[src/rtl/core/iasw_pkg.sv]
// Shared types, codes and helpers for the sub-cube address walker
package iasw_pkg;

    // Fixed field widths
    localparam int FIELD_W    = 16;
    localparam int ADDR_W     = 56;
    localparam int ELEM_W     = 64;
    localparam int CFG_IDX_W  = 3;
    localparam int CFG_DATA_W = 48;
    localparam int HDR_W      = 32;

    // Queue between front and back (power of two, pointers wrap naturally)
    localparam int QUEUE_DEPTH = 2;
    localparam int QUEUE_PTR_W = (QUEUE_DEPTH > 1) ? $clog2(QUEUE_DEPTH) : 1;
    localparam int QUEUE_CNT_W = $clog2(QUEUE_DEPTH + 1);

    // Storage orders
    localparam logic [1:0] MODE_BSQ = 2'd0;
    localparam logic [1:0] MODE_BIL = 2'd1;
    localparam logic [1:0] MODE_BIP = 2'd2;

    // Commands
    localparam logic CMD_RESTART = 1'b0;
    localparam logic CMD_ADVANCE = 1'b1;

    // Result status
    localparam logic [1:0] ST_VALID      = 2'd0;
    localparam logic [1:0] ST_BAD_WINDOW = 2'd1;
    localparam logic [1:0] ST_IDLE       = 2'd2;

    // Register indexes
    localparam logic [CFG_IDX_W-1:0] REG_MODE     = 3'd0;
    localparam logic [CFG_IDX_W-1:0] REG_ETYPE    = 3'd1;
    localparam logic [CFG_IDX_W-1:0] REG_SWAP     = 3'd2;
    localparam logic [CFG_IDX_W-1:0] REG_HEADER   = 3'd3;
    localparam logic [CFG_IDX_W-1:0] REG_DIMS     = 3'd4;
    localparam logic [CFG_IDX_W-1:0] REG_WIN_BEG  = 3'd5;
    localparam logic [CFG_IDX_W-1:0] REG_WIN_END  = 3'd6;

    // Element types
    localparam logic [3:0] ET_BYTE   = 4'd0;
    localparam logic [3:0] ET_INT16  = 4'd1;
    localparam logic [3:0] ET_INT32  = 4'd2;
    localparam logic [3:0] ET_FLOAT  = 4'd3;
    localparam logic [3:0] ET_DOUBLE = 4'd4;
    localparam logic [3:0] ET_UINT16 = 4'd5;
    localparam logic [3:0] ET_UINT32 = 4'd6;
    localparam logic [3:0] ET_UINT64 = 4'd7;
    localparam logic [3:0] ET_ULONG  = 4'd8;

    // Configuration as seen by front and back
    typedef struct packed {
        logic [1:0]            mode;
        logic [3:0]            etype;
        logic                  swap;
        logic [HDR_W-1:0]      header;
        logic [CFG_DATA_W-1:0] dims;
        logic [CFG_DATA_W-1:0] win_beg;
        logic [CFG_DATA_W-1:0] win_end;
    } cfg_t;

    // Classified request handed from front to back
    typedef struct packed {
        logic [1:0]         status;
        logic               last;
        logic [FIELD_W-1:0] outer;
        logic [FIELD_W-1:0] middle;
        logic [FIELD_W-1:0] inner;
        logic [ELEM_W-1:0]  raw;
    } walk_rec_t;

    // Element size in bytes, unknown types take 4, limited to max_bytes
    function automatic logic [3:0] elem_bytes(input logic [3:0] etype, input int max_bytes);
        logic [3:0] n;
        logic [3:0] lim;
        begin
            lim = 4'(max_bytes);
            case (etype)
                ET_BYTE:                       n = 4'd1;
                ET_INT16, ET_UINT16:           n = 4'd2;
                ET_DOUBLE, ET_UINT64, ET_ULONG: n = 4'd8;
                default:                       n = 4'd4;
            endcase
            if (n > lim)
            begin
                n = lim;
            end
            if (n == 4'd0)
            begin
                n = 4'd1;
            end
            return n;
        end
    endfunction

endpackage

[src/rtl/core/interleaved_subcube_address_walker_unit.sv]
// Channel   | Handshake              | Payload
// ----------+------------------------+---------------------------------------------
// config    | cfg_wr_en              | cfg_index, cfg_data
// request   | in_valid / in_ready    | command, raw_element
// result    | out_valid / out_ready  | byte_address, row_pos, col_pos, band_pos,
//           |                        | ordered_element, last, status
//
// The front takes one request per cycle while the two-entry queue has room.
// The back takes each request through pop, two multiply steps and finish, and
// pops the next request only after the finish has loaded the output register,
// which waits while a stalled result is still held there.
// Reset clears the walk, queue and output valid, and loads the register defaults.
// A stalled result sits in the output register while the front keeps filling the queue.
module interleaved_subcube_address_walker_unit
    import iasw_pkg::*;
#(
    parameter int DIM_BITS          = 16,
    parameter int MAX_ELEMENT_BYTES = 8
)
(
    input  logic                  clk,
    input  logic                  rst_n,
    input  logic                  cfg_wr_en,
    input  logic [CFG_IDX_W-1:0]  cfg_index,
    input  logic [CFG_DATA_W-1:0] cfg_data,
    input  logic                  in_valid,
    output logic                  in_ready,
    input  logic                  command,
    input  logic [ELEM_W-1:0]     raw_element,
    output logic                  out_valid,
    input  logic                  out_ready,
    output logic [ADDR_W-1:0]     byte_address,
    output logic [FIELD_W-1:0]    row_pos,
    output logic [FIELD_W-1:0]    col_pos,
    output logic [FIELD_W-1:0]    band_pos,
    output logic [ELEM_W-1:0]     ordered_element,
    output logic                  last,
    output logic [1:0]            status
);

    logic [1:0]            mode_reg;
    logic [3:0]            etype_reg;
    logic                  swap_reg;
    logic [HDR_W-1:0]      header_reg;
    logic [CFG_DATA_W-1:0] dims_reg;
    logic [CFG_DATA_W-1:0] win_beg_reg;
    logic [CFG_DATA_W-1:0] win_end_reg;

    cfg_t      cfg;
    walk_rec_t front_rec;
    walk_rec_t head_rec;
    logic      push, pop, q_full, q_empty;

    // Configuration registers
    always_ff @(posedge clk or negedge rst_n)
    begin
        if (!rst_n)
        begin
            mode_reg    <= MODE_BSQ;
            etype_reg   <= ET_FLOAT;
            swap_reg    <= 1'b0;
            header_reg  <= '0;
            dims_reg    <= '0;
            win_beg_reg <= '0;
            win_end_reg <= '0;
        end
        else if (cfg_wr_en)
        begin
            case (cfg_index)
                REG_MODE:    mode_reg    <= cfg_data[1:0];
                REG_ETYPE:   etype_reg   <= cfg_data[3:0];
                REG_SWAP:    swap_reg    <= cfg_data[0];
                REG_HEADER:  header_reg  <= cfg_data[HDR_W-1:0];
                REG_DIMS:    dims_reg    <= cfg_data;
                REG_WIN_BEG: win_beg_reg <= cfg_data;
                REG_WIN_END: win_end_reg <= cfg_data;
                default:     ;
            endcase
        end
    end

    always_comb
    begin
        cfg.mode    = mode_reg;
        cfg.etype   = etype_reg;
        cfg.swap    = swap_reg;
        cfg.header  = header_reg;
        cfg.dims    = dims_reg;
        cfg.win_beg = win_beg_reg;
        cfg.win_end = win_end_reg;
    end

    iasw_front #(
        .DIM_BITS (DIM_BITS)
    ) u_front (
        .clk         (clk),
        .rst_n       (rst_n),
        .cfg         (cfg),
        .in_valid    (in_valid),
        .in_ready    (in_ready),
        .command     (command),
        .raw_element (raw_element),
        .q_full      (q_full),
        .push        (push),
        .rec         (front_rec)
    );

    iasw_queue u_queue (
        .clk      (clk),
        .rst_n    (rst_n),
        .push     (push),
        .push_rec (front_rec),
        .full     (q_full),
        .pop      (pop),
        .empty    (q_empty),
        .head     (head_rec)
    );

    iasw_back #(
        .DIM_BITS          (DIM_BITS),
        .MAX_ELEMENT_BYTES (MAX_ELEMENT_BYTES)
    ) u_back (
        .clk             (clk),
        .rst_n           (rst_n),
        .cfg             (cfg),
        .q_empty         (q_empty),
        .pop             (pop),
        .q_rec           (head_rec),
        .out_valid       (out_valid),
        .out_ready       (out_ready),
        .byte_address    (byte_address),
        .row_pos         (row_pos),
        .col_pos         (col_pos),
        .band_pos        (band_pos),
        .ordered_element (ordered_element),
        .last            (last),
        .status          (status)
    );

endmodule

[src/rtl/core/iasw_front.sv]
// Front: takes requests, steps the walk counters, classifies the result
module iasw_front
    import iasw_pkg::*;
#(
    parameter int DIM_BITS = 16
)
(
    input  logic              clk,
    input  logic              rst_n,
    input  cfg_t              cfg,
    input  logic              in_valid,
    output logic              in_ready,
    input  logic              command,
    input  logic [ELEM_W-1:0] raw_element,
    input  logic              q_full,
    output logic              push,
    output walk_rec_t         rec
);

    localparam int CW = (DIM_BITS < FIELD_W) ? DIM_BITS : FIELD_W;

    logic [CW-1:0] outer_reg, outer_next;
    logic [CW-1:0] middle_reg, middle_next;
    logic [CW-1:0] inner_reg, inner_next;
    logic          active_reg, active_next;

    logic [CW-1:0] b_row, b_col, b_band, e_row, e_col, e_band, d_row, d_col, d_band;
    logic [CW-1:0] b_o, b_m, b_i, e_o, e_m, e_i;
    logic          bad_window;
    logic [CW:0]   inc_o, inc_m, inc_i;
    logic [CW:0]   nxt_o1, nxt_m1, nxt_i1;
    logic          last_c;
    logic [1:0]    status_c;

    assign in_ready = !q_full;
    assign push     = in_valid && in_ready;

    // Unpacked window and cube fields, masked to the coordinate width
    assign b_row  = cfg.win_beg[0 +: CW];
    assign b_col  = cfg.win_beg[FIELD_W +: CW];
    assign b_band = cfg.win_beg[2*FIELD_W +: CW];
    assign e_row  = cfg.win_end[0 +: CW];
    assign e_col  = cfg.win_end[FIELD_W +: CW];
    assign e_band = cfg.win_end[2*FIELD_W +: CW];
    assign d_row  = cfg.dims[0 +: CW];
    assign d_col  = cfg.dims[FIELD_W +: CW];
    assign d_band = cfg.dims[2*FIELD_W +: CW];

    // Axis order of outer, middle and inner counter
    always_comb
    begin
        case (cfg.mode)
            MODE_BIL:
            begin
                b_o = b_row;  b_m = b_band; b_i = b_col;
                e_o = e_row;  e_m = e_band; e_i = e_col;
            end
            MODE_BIP:
            begin
                b_o = b_row;  b_m = b_col;  b_i = b_band;
                e_o = e_row;  e_m = e_col;  e_i = e_band;
            end
            default:
            begin
                b_o = b_band; b_m = b_row;  b_i = b_col;
                e_o = e_band; e_m = e_row;  e_i = e_col;
            end
        endcase
    end

    assign bad_window = (b_row >= e_row) || (e_row > d_row)
                     || (b_col >= e_col) || (e_col > d_col)
                     || (b_band >= e_band) || (e_band > d_band);

    assign inc_o = {1'b0, outer_reg} + 1'b1;
    assign inc_m = {1'b0, middle_reg} + 1'b1;
    assign inc_i = {1'b0, inner_reg} + 1'b1;

    // Counter step with carry from inner to outer
    always_comb
    begin
        outer_next  = outer_reg;
        middle_next = middle_reg;
        inner_next  = inner_reg;
        status_c    = ST_VALID;
        if (command == CMD_RESTART)
        begin
            if (bad_window)
            begin
                status_c = ST_BAD_WINDOW;
            end
            else
            begin
                outer_next  = b_o;
                middle_next = b_m;
                inner_next  = b_i;
            end
        end
        else if (!active_reg)
        begin
            status_c = ST_IDLE;
        end
        else if (inc_i < {1'b0, e_i})
        begin
            inner_next = inc_i[CW-1:0];
        end
        else
        begin
            inner_next = b_i;
            if (inc_m < {1'b0, e_m})
            begin
                middle_next = inc_m[CW-1:0];
            end
            else
            begin
                middle_next = b_m;
                if (inc_o < {1'b0, e_o})
                begin
                    outer_next = inc_o[CW-1:0];
                end
                else
                begin
                    // carry out of the outer counter ends the walk
                    outer_next = b_o;
                    status_c   = ST_IDLE;
                end
            end
        end
    end

    // Final element test on the stepped counters
    assign nxt_o1 = {1'b0, outer_next} + 1'b1;
    assign nxt_m1 = {1'b0, middle_next} + 1'b1;
    assign nxt_i1 = {1'b0, inner_next} + 1'b1;
    assign last_c = (nxt_i1 >= {1'b0, e_i}) && (nxt_m1 >= {1'b0, e_m})
                 && (nxt_o1 >= {1'b0, e_o});

    always_comb
    begin
        active_next = active_reg;
        if (status_c == ST_VALID)
        begin
            active_next = !last_c;
        end
        else if (status_c == ST_BAD_WINDOW || (command == CMD_ADVANCE && active_reg))
        begin
            active_next = 1'b0;
        end
    end

    always_comb
    begin
        rec.status = status_c;
        rec.last   = (status_c == ST_VALID) && last_c;
        rec.outer  = FIELD_W'(outer_next);
        rec.middle = FIELD_W'(middle_next);
        rec.inner  = FIELD_W'(inner_next);
        rec.raw    = raw_element;
    end

    always_ff @(posedge clk or negedge rst_n)
    begin
        if (!rst_n)
        begin
            outer_reg  <= '0;
            middle_reg <= '0;
            inner_reg  <= '0;
            active_reg <= 1'b0;
        end
        else if (push)
        begin
            outer_reg  <= outer_next;
            middle_reg <= middle_next;
            inner_reg  <= inner_next;
            active_reg <= active_next;
        end
    end

endmodule

[src/rtl/core/iasw_queue.sv]
// Short register queue between front and back
module iasw_queue
    import iasw_pkg::*;
(
    input  logic      clk,
    input  logic      rst_n,
    input  logic      push,
    input  walk_rec_t push_rec,
    output logic      full,
    input  logic      pop,
    output logic      empty,
    output walk_rec_t head
);

    walk_rec_t               mem_reg [QUEUE_DEPTH];
    logic [QUEUE_PTR_W-1:0]  wr_ptr_reg, wr_ptr_next;
    logic [QUEUE_PTR_W-1:0]  rd_ptr_reg, rd_ptr_next;
    logic [QUEUE_CNT_W-1:0]  count_reg, count_next;

    assign full  = (count_reg == QUEUE_CNT_W'(QUEUE_DEPTH));
    assign empty = (count_reg == '0);
    assign head  = mem_reg[rd_ptr_reg];

    // Pointer and fill bookkeeping
    always_comb
    begin
        wr_ptr_next = wr_ptr_reg;
        rd_ptr_next = rd_ptr_reg;
        count_next  = count_reg;
        if (push)
        begin
            wr_ptr_next = wr_ptr_reg + 1'b1;
        end
        if (pop)
        begin
            rd_ptr_next = rd_ptr_reg + 1'b1;
        end
        if (push && !pop)
        begin
            count_next = count_reg + 1'b1;
        end
        else if (pop && !push)
        begin
            count_next = count_reg - 1'b1;
        end
    end

    always_ff @(posedge clk or negedge rst_n)
    begin
        if (!rst_n)
        begin
            wr_ptr_reg <= '0;
            rd_ptr_reg <= '0;
            count_reg  <= '0;
        end
        else
        begin
            wr_ptr_reg <= wr_ptr_next;
            rd_ptr_reg <= rd_ptr_next;
            count_reg  <= count_next;
        end
    end

    // Entry storage, no reset
    always_ff @(posedge clk)
    begin
        if (push)
        begin
            mem_reg[wr_ptr_reg] <= push_rec;
        end
    end

endmodule

[src/rtl/core/iasw_back.sv]
// Back: linear index over two multiply steps, byte address, byte order
module iasw_back
    import iasw_pkg::*;
#(
    parameter int DIM_BITS          = 16,
    parameter int MAX_ELEMENT_BYTES = 8
)
(
    input  logic               clk,
    input  logic               rst_n,
    input  cfg_t               cfg,
    input  logic               q_empty,
    output logic               pop,
    input  walk_rec_t          q_rec,
    output logic               out_valid,
    input  logic               out_ready,
    output logic [ADDR_W-1:0]  byte_address,
    output logic [FIELD_W-1:0] row_pos,
    output logic [FIELD_W-1:0] col_pos,
    output logic [FIELD_W-1:0] band_pos,
    output logic [ELEM_W-1:0]  ordered_element,
    output logic               last,
    output logic [1:0]         status
);

    localparam int CW   = (DIM_BITS < FIELD_W) ? DIM_BITS : FIELD_W;
    localparam int P1_W = 2 * CW + 1;
    localparam int P2_W = 3 * CW + 2;
    localparam int P3_W = P2_W + 4;

    localparam logic [1:0] B_IDLE = 2'd0;
    localparam logic [1:0] B_MUL1 = 2'd1;
    localparam logic [1:0] B_MUL2 = 2'd2;
    localparam logic [1:0] B_FIN  = 2'd3;

    logic [1:0]         state_reg, state_next;
    walk_rec_t          rec_reg;
    logic [P1_W-1:0]    prod1_reg;
    logic [P2_W-1:0]    prod2_reg;

    logic               out_valid_reg, out_valid_next;
    logic [ADDR_W-1:0]  addr_reg;
    logic [FIELD_W-1:0] row_reg, col_reg, band_reg;
    logic [ELEM_W-1:0]  ord_reg;
    logic               last_reg;
    logic [1:0]         status_reg;

    logic [CW-1:0]      o_c, m_c, i_c, d_m, d_i;
    logic [CW-1:0]      row_c, col_c, band_c;
    logic [P1_W-1:0]    mult1;
    logic [P2_W-1:0]    mult2;
    logic [3:0]         n_bytes;
    logic [P3_W-1:0]    scaled;
    logic [ADDR_W-1:0]  addr_c;
    logic [ELEM_W-1:0]  ord_c;
    logic               fin_load;
    logic               ok;

    assign o_c = rec_reg.outer[CW-1:0];
    assign m_c = rec_reg.middle[CW-1:0];
    assign i_c = rec_reg.inner[CW-1:0];

    // Mode selects dimension sizes and coordinate placement
    always_comb
    begin
        case (cfg.mode)
            MODE_BIL:
            begin
                d_m = cfg.dims[2*FIELD_W +: CW];
                d_i = cfg.dims[FIELD_W +: CW];
                row_c = o_c; band_c = m_c; col_c = i_c;
            end
            MODE_BIP:
            begin
                d_m = cfg.dims[FIELD_W +: CW];
                d_i = cfg.dims[2*FIELD_W +: CW];
                row_c = o_c; col_c = m_c; band_c = i_c;
            end
            default:
            begin
                d_m = cfg.dims[0 +: CW];
                d_i = cfg.dims[FIELD_W +: CW];
                band_c = o_c; row_c = m_c; col_c = i_c;
            end
        endcase
    end

    // Linear index: (outer * d_m + middle) * d_i + inner
    assign mult1 = P1_W'(o_c) * P1_W'(d_m) + P1_W'(m_c);
    assign mult2 = P2_W'(prod1_reg) * P2_W'(d_i) + P2_W'(i_c);

    // Byte address
    assign n_bytes = elem_bytes(cfg.etype, MAX_ELEMENT_BYTES);
    assign scaled  = P3_W'(prod2_reg) * P3_W'(n_bytes);
    assign addr_c  = ADDR_W'(cfg.header) + ADDR_W'(scaled);

    // Element bytes, reversed within the element size when swapping
    always_comb
    begin
        logic [3:0] dst;
        ord_c = '0;
        for (int b = 0; b < ELEM_W / 8; b++)
        begin
            dst = cfg.swap ? (n_bytes - 4'd1 - 4'(b)) : 4'(b);
            if (4'(b) < n_bytes)
            begin
                ord_c[dst[2:0]*8 +: 8] = rec_reg.raw[b*8 +: 8];
            end
        end
    end

    assign pop      = (state_reg == B_IDLE) && !q_empty;
    assign fin_load = (state_reg == B_FIN) && (!out_valid_reg || out_ready);
    assign ok       = (rec_reg.status == ST_VALID);

    // Sequencer: pop, two multiply steps, finish into output register
    always_comb
    begin
        state_next = state_reg;
        case (state_reg)
            B_IDLE:
            begin
                if (!q_empty)
                begin
                    state_next = B_MUL1;
                end
            end
            B_MUL1:  state_next = B_MUL2;
            B_MUL2:  state_next = B_FIN;
            B_FIN:
            begin
                if (fin_load)
                begin
                    state_next = B_IDLE;
                end
            end
            default: state_next = B_IDLE;
        endcase
    end

    always_comb
    begin
        out_valid_next = out_valid_reg;
        if (fin_load)
        begin
            out_valid_next = 1'b1;
        end
        else if (out_ready)
        begin
            out_valid_next = 1'b0;
        end
    end

    always_ff @(posedge clk or negedge rst_n)
    begin
        if (!rst_n)
        begin
            state_reg     <= B_IDLE;
            out_valid_reg <= 1'b0;
        end
        else
        begin
            state_reg     <= state_next;
            out_valid_reg <= out_valid_next;
        end
    end

    // Datapath registers
    always_ff @(posedge clk)
    begin
        if (pop)
        begin
            rec_reg <= q_rec;
        end
        if (state_reg == B_MUL1)
        begin
            prod1_reg <= mult1;
        end
        if (state_reg == B_MUL2)
        begin
            prod2_reg <= mult2;
        end
        if (fin_load)
        begin
            addr_reg   <= ok ? addr_c : '0;
            row_reg    <= ok ? FIELD_W'(row_c) : '0;
            col_reg    <= ok ? FIELD_W'(col_c) : '0;
            band_reg   <= ok ? FIELD_W'(band_c) : '0;
            ord_reg    <= ok ? ord_c : '0;
            last_reg   <= ok && rec_reg.last;
            status_reg <= rec_reg.status;
        end
    end

    assign out_valid       = out_valid_reg;
    assign byte_address    = addr_reg;
    assign row_pos         = row_reg;
    assign col_pos         = col_reg;
    assign band_pos        = band_reg;
    assign ordered_element = ord_reg;
    assign last            = last_reg;
    assign status          = status_reg;

endmodule
[config.mk]
export PLATFORM = sky130hd
export DESIGN_NAME = interleaved_subcube_address_walker_unit
export DESIGN_NICKNAME = d
export VERILOG_FILES = /design/src/rtl/core/iasw_pkg.sv /design/src/rtl/core/interleaved_subcube_address_walker_unit.sv /design/src/rtl/core/iasw_front.sv /design/src/rtl/core/iasw_queue.sv /design/src/rtl/core/iasw_back.sv
export SDC_FILE = /design/constraint.sdc
export NUM_CORES = 2
export LEC_CHECK = 0
export BUFFER_PORTS_ARGS = -buffer_cell sky130_fd_sc_hd__buf_4
export CORE_MARGIN = 5
export CORE_UTILIZATION = 43
export CTS_BUF_LIST = sky130_fd_sc_hd__clkbuf_8
export DETAILED_ROUTE_END_ITERATION = 12
export PLACE_DENSITY_LB_ADDON = 0.08
export SLEW_MARGIN = 10
export SYNTH_ARGS = -nofsm -noshare
export SYNTH_HDL_FRONTEND = slang
export SYNTH_HIERARCHICAL = 1
export SYNTH_SLANG_ARGS = --single-unit
export TNS_END_PERCENT = 100
[constraint.sdc]
create_clock -name clk -period 19.95 [get_ports clk]
set_input_delay 5.985 -clock clk [delete_from_list [all_inputs] [get_ports clk]]
set_output_delay 5.985 -clock clk [all_outputs]
set_load 0.03 [all_outputs]
==> qor.csv <==
metric,value,unit
GRT Total Usage,0.279,
yosys warns,6,
Post-Route WL,263000,um
post-synthesis sequential area ratio,0.310,
Mapped Cells,7632,
share of Yosys cell area claimed by the top area cell type,0.233,
cell family with most CP delay,simple AND/OR/NAND/NOR gates,
TritonCTS buffer count,158,
Chip Height,434,um
Core ar.,178000,um2
Final HPWL DP,203000,um
via count,57491,
Worst EP required,20600,ps
CP max-delay cell,buf_4,
Post-CTS Setup Repair Bufs,0,
Mapped Area,77100,um2
worst-margin pin slew,1220,ps
number of global-route vias before repair,59000,
Rows,155,
post-route ant nets,0,
H-tree depth,4,
CP Launch Type,input pin,
failing checks,DRC,
Worst Hold Class,reg2reg,
# nets final,9227,
cts hold-fix bufs,0,
Routability Congestion,0.937,
synth unique cells,112,
clk_skew,79.7,ps
relative slew slack,0.181,
1st-pass router iterations,13,
clk slew on worst S/H paths,60,ps
Crit. End Element,flip-flop,
r2r setup slk,10770,ps
# DRC,1,
Final setup viols,0,
drt wl/cell,25.6,um
top fanout value on the critical path,48,
I/O Pins,294,
"Largest stage delay, worst path",530,ps
antenna violations before repair,27,
cell type with the largest total area after synthesis,edfxtp_1,
"Async S/R FF share, synth",0.286,
clock latency on the worst-skew pair,950,ps
largest net degree at the start of global routing,165,
"Primary FF master, synth",edfxtp_1,
CTS tree,yes,
status,finished with violations,
Final TNS setup,0,ps
post_cts resized,0,
Starting DRT DRC Count,4660,
Die X,434,um
Post-synth EDFFs,598,
Max Cap Viol,0,
"Hold Violations, Final",0,
Starting Density,0.432,
input/output buffers,292,
Max clock buf depth,3,
Final Cycle Share,0.512,
unrepaired setup endpoints after global routing,no,
leading post-synthesis cells by cell area,"edfxtp_1 (23%), fa_1 (20%), ha_1 (9.0%)",
total global routing overflow,0,
CP Cell Sequence,buf_4 > buf_4 > nand2_1 > o21ai_2 > o221a_2 > ha_1 > inv_1 > nor4_2 > nand2_1 > nor2_1 > xor2_1 > ha_1 > nand4_1 > nor3_1 > a211oi_1 > o21ai_0 > or3b_2 > a31oi_1 > a221oi_2 > nor3b_2,
first-pass GRT wire length,391000,um
Via density,5.60,
CTS root buf,clkbuf_8,
Synth-to-Final Area Change,9.29,%
Syn Nets,9096,
synth cell count leaders,"inv_1 (1209), nand2_1 (905), fa_1 (787)",
WP buf/inv,3,
fmax,97.9,MHz
"Slew Viols, Final",0,
critical setup path kind,in2reg,
Arrival @ worst endpoint,10860,ps
die area,188000,um2
share of cells above drive strength 1,0.129,
Seq cells post-synth,837,
number of flip-flops in the largest register,230,
synthesized area per cell,10.1,um2
CTS sink count,837,
Period minus WS final,10210,ps
top-count cell post-synth,inv_1,
==> layout by cell type (no fill, tap or decap), types with 36 or more instances in the layout <==
master	synthesis	routed
a22oi_1	90	89
nor2b_1	40	38
and2_1	365	363
edfxtp_1	598	598
nand4_1	71	71
xnor2_1	127	127
nand3_1	97	97
buf_4	70	363
mux2_2	293	293
a222oi_1	37	37
o21a_1	36	36
inv_1	1209	1259
o21ai_0	208	196
mux2_4	40	40
a21o_1	63	63
nor3_1	84	84
and3_1	36	36
ha_1	556	553
mux2i_1	96	96
fa_1	787	787
xor2_1	69	69
nor2_1	359	357
nand2_1	905	904
dfrtp_1	237	236
clkbuf_8	0	167
a21oi_1	322	322
a211oi_1	37	37
==> final timing paths <==
check / startpoint / to / cells after the start
max in group asynchronous: rst_n / header_reg[30] / 2
worst min-delay path: header_reg[3] / header_reg[3] / 1
worst max-delay path: command / u_queue/mem_reg[0][112] / 20
worst max register to register: mode_reg[0] / u_queue/mem_reg[0][112] / 29
worst min register to register: header_reg[3] / header_reg[3] / 1
min in group asynchronous: rst_n / u_front/active_reg / 1
==> metal layers <==
metal,vias to the layer above,wire [um],part of all wire,track usage
li1,25662,-,-,-
met1,29429,116000,0.44,0.388
met2,1964,122000,0.46,0.449
met3,434,16000,0.061,0.0425
met5,-,12,0.000046,0
met4,2,9090,0.035,0.0945
==> cell type report <==
type	instances	area, um2
fillers	17028	94100
multi-input cells	5188	46900
flip-flops and latches	837	23900
inverters	1212	4550
well taps	2355	2950
repair buffers	366	2780
clock buffers	167	2300
clock inverters	128	855
diodes	9	22.5
==> metrics by stage <==
step | area [um2] | util | setup WS [ps] | hold WS, ps | std cells
2_1_floorplan | 77100 | - | 7650 | 455 | 7632
3_3_place_gp | 81100 | 0.455 | 8780 | 486 | 9957
3_5_place_dp | 81100 | 0.455 | 8820 | 489 | 9957
4_1_cts | 84300 | 0.472 | 9830 | 507 | 10252
5_1_grt | 84300 | 0.473 | 9480 | 514 | 10261
6_report | 84300 | 0.473 | 9740 | 503 | 10262
==> worst reg2reg max path: cells and delay by family (launching register included) <==
kind	cells	cell delay (ps)
fa+ha+maj	4	1490
flops	1	500
xor+xnor	1	150
mux	2	680
buf+inv	3	1220
simple gates	7	1920
compound gates	12	2950
==> logic make-up (layout without fill, tap and decap cells) <==
kind of cell             Yosys count  after routing  share of synthesized area
AND/OR/NAND/NOR                 2125           2125                      0.131
buffers and inverters           1607           1873                     0.0834
adder cells (fa/ha/maj)         1343           1343                      0.294
AO/OA/AOI/OAI                   1087           1087                     0.0940
flip-flops                       837            837                      0.310
multiplexers                     436            436                     0.0640
XOR/XNOR                         196            196                     0.0223
other                              1             10                  0.0000486
Power is not shown: default switching activity piles up to over one toggle a cycle in this logic, so the estimate is an artifact.
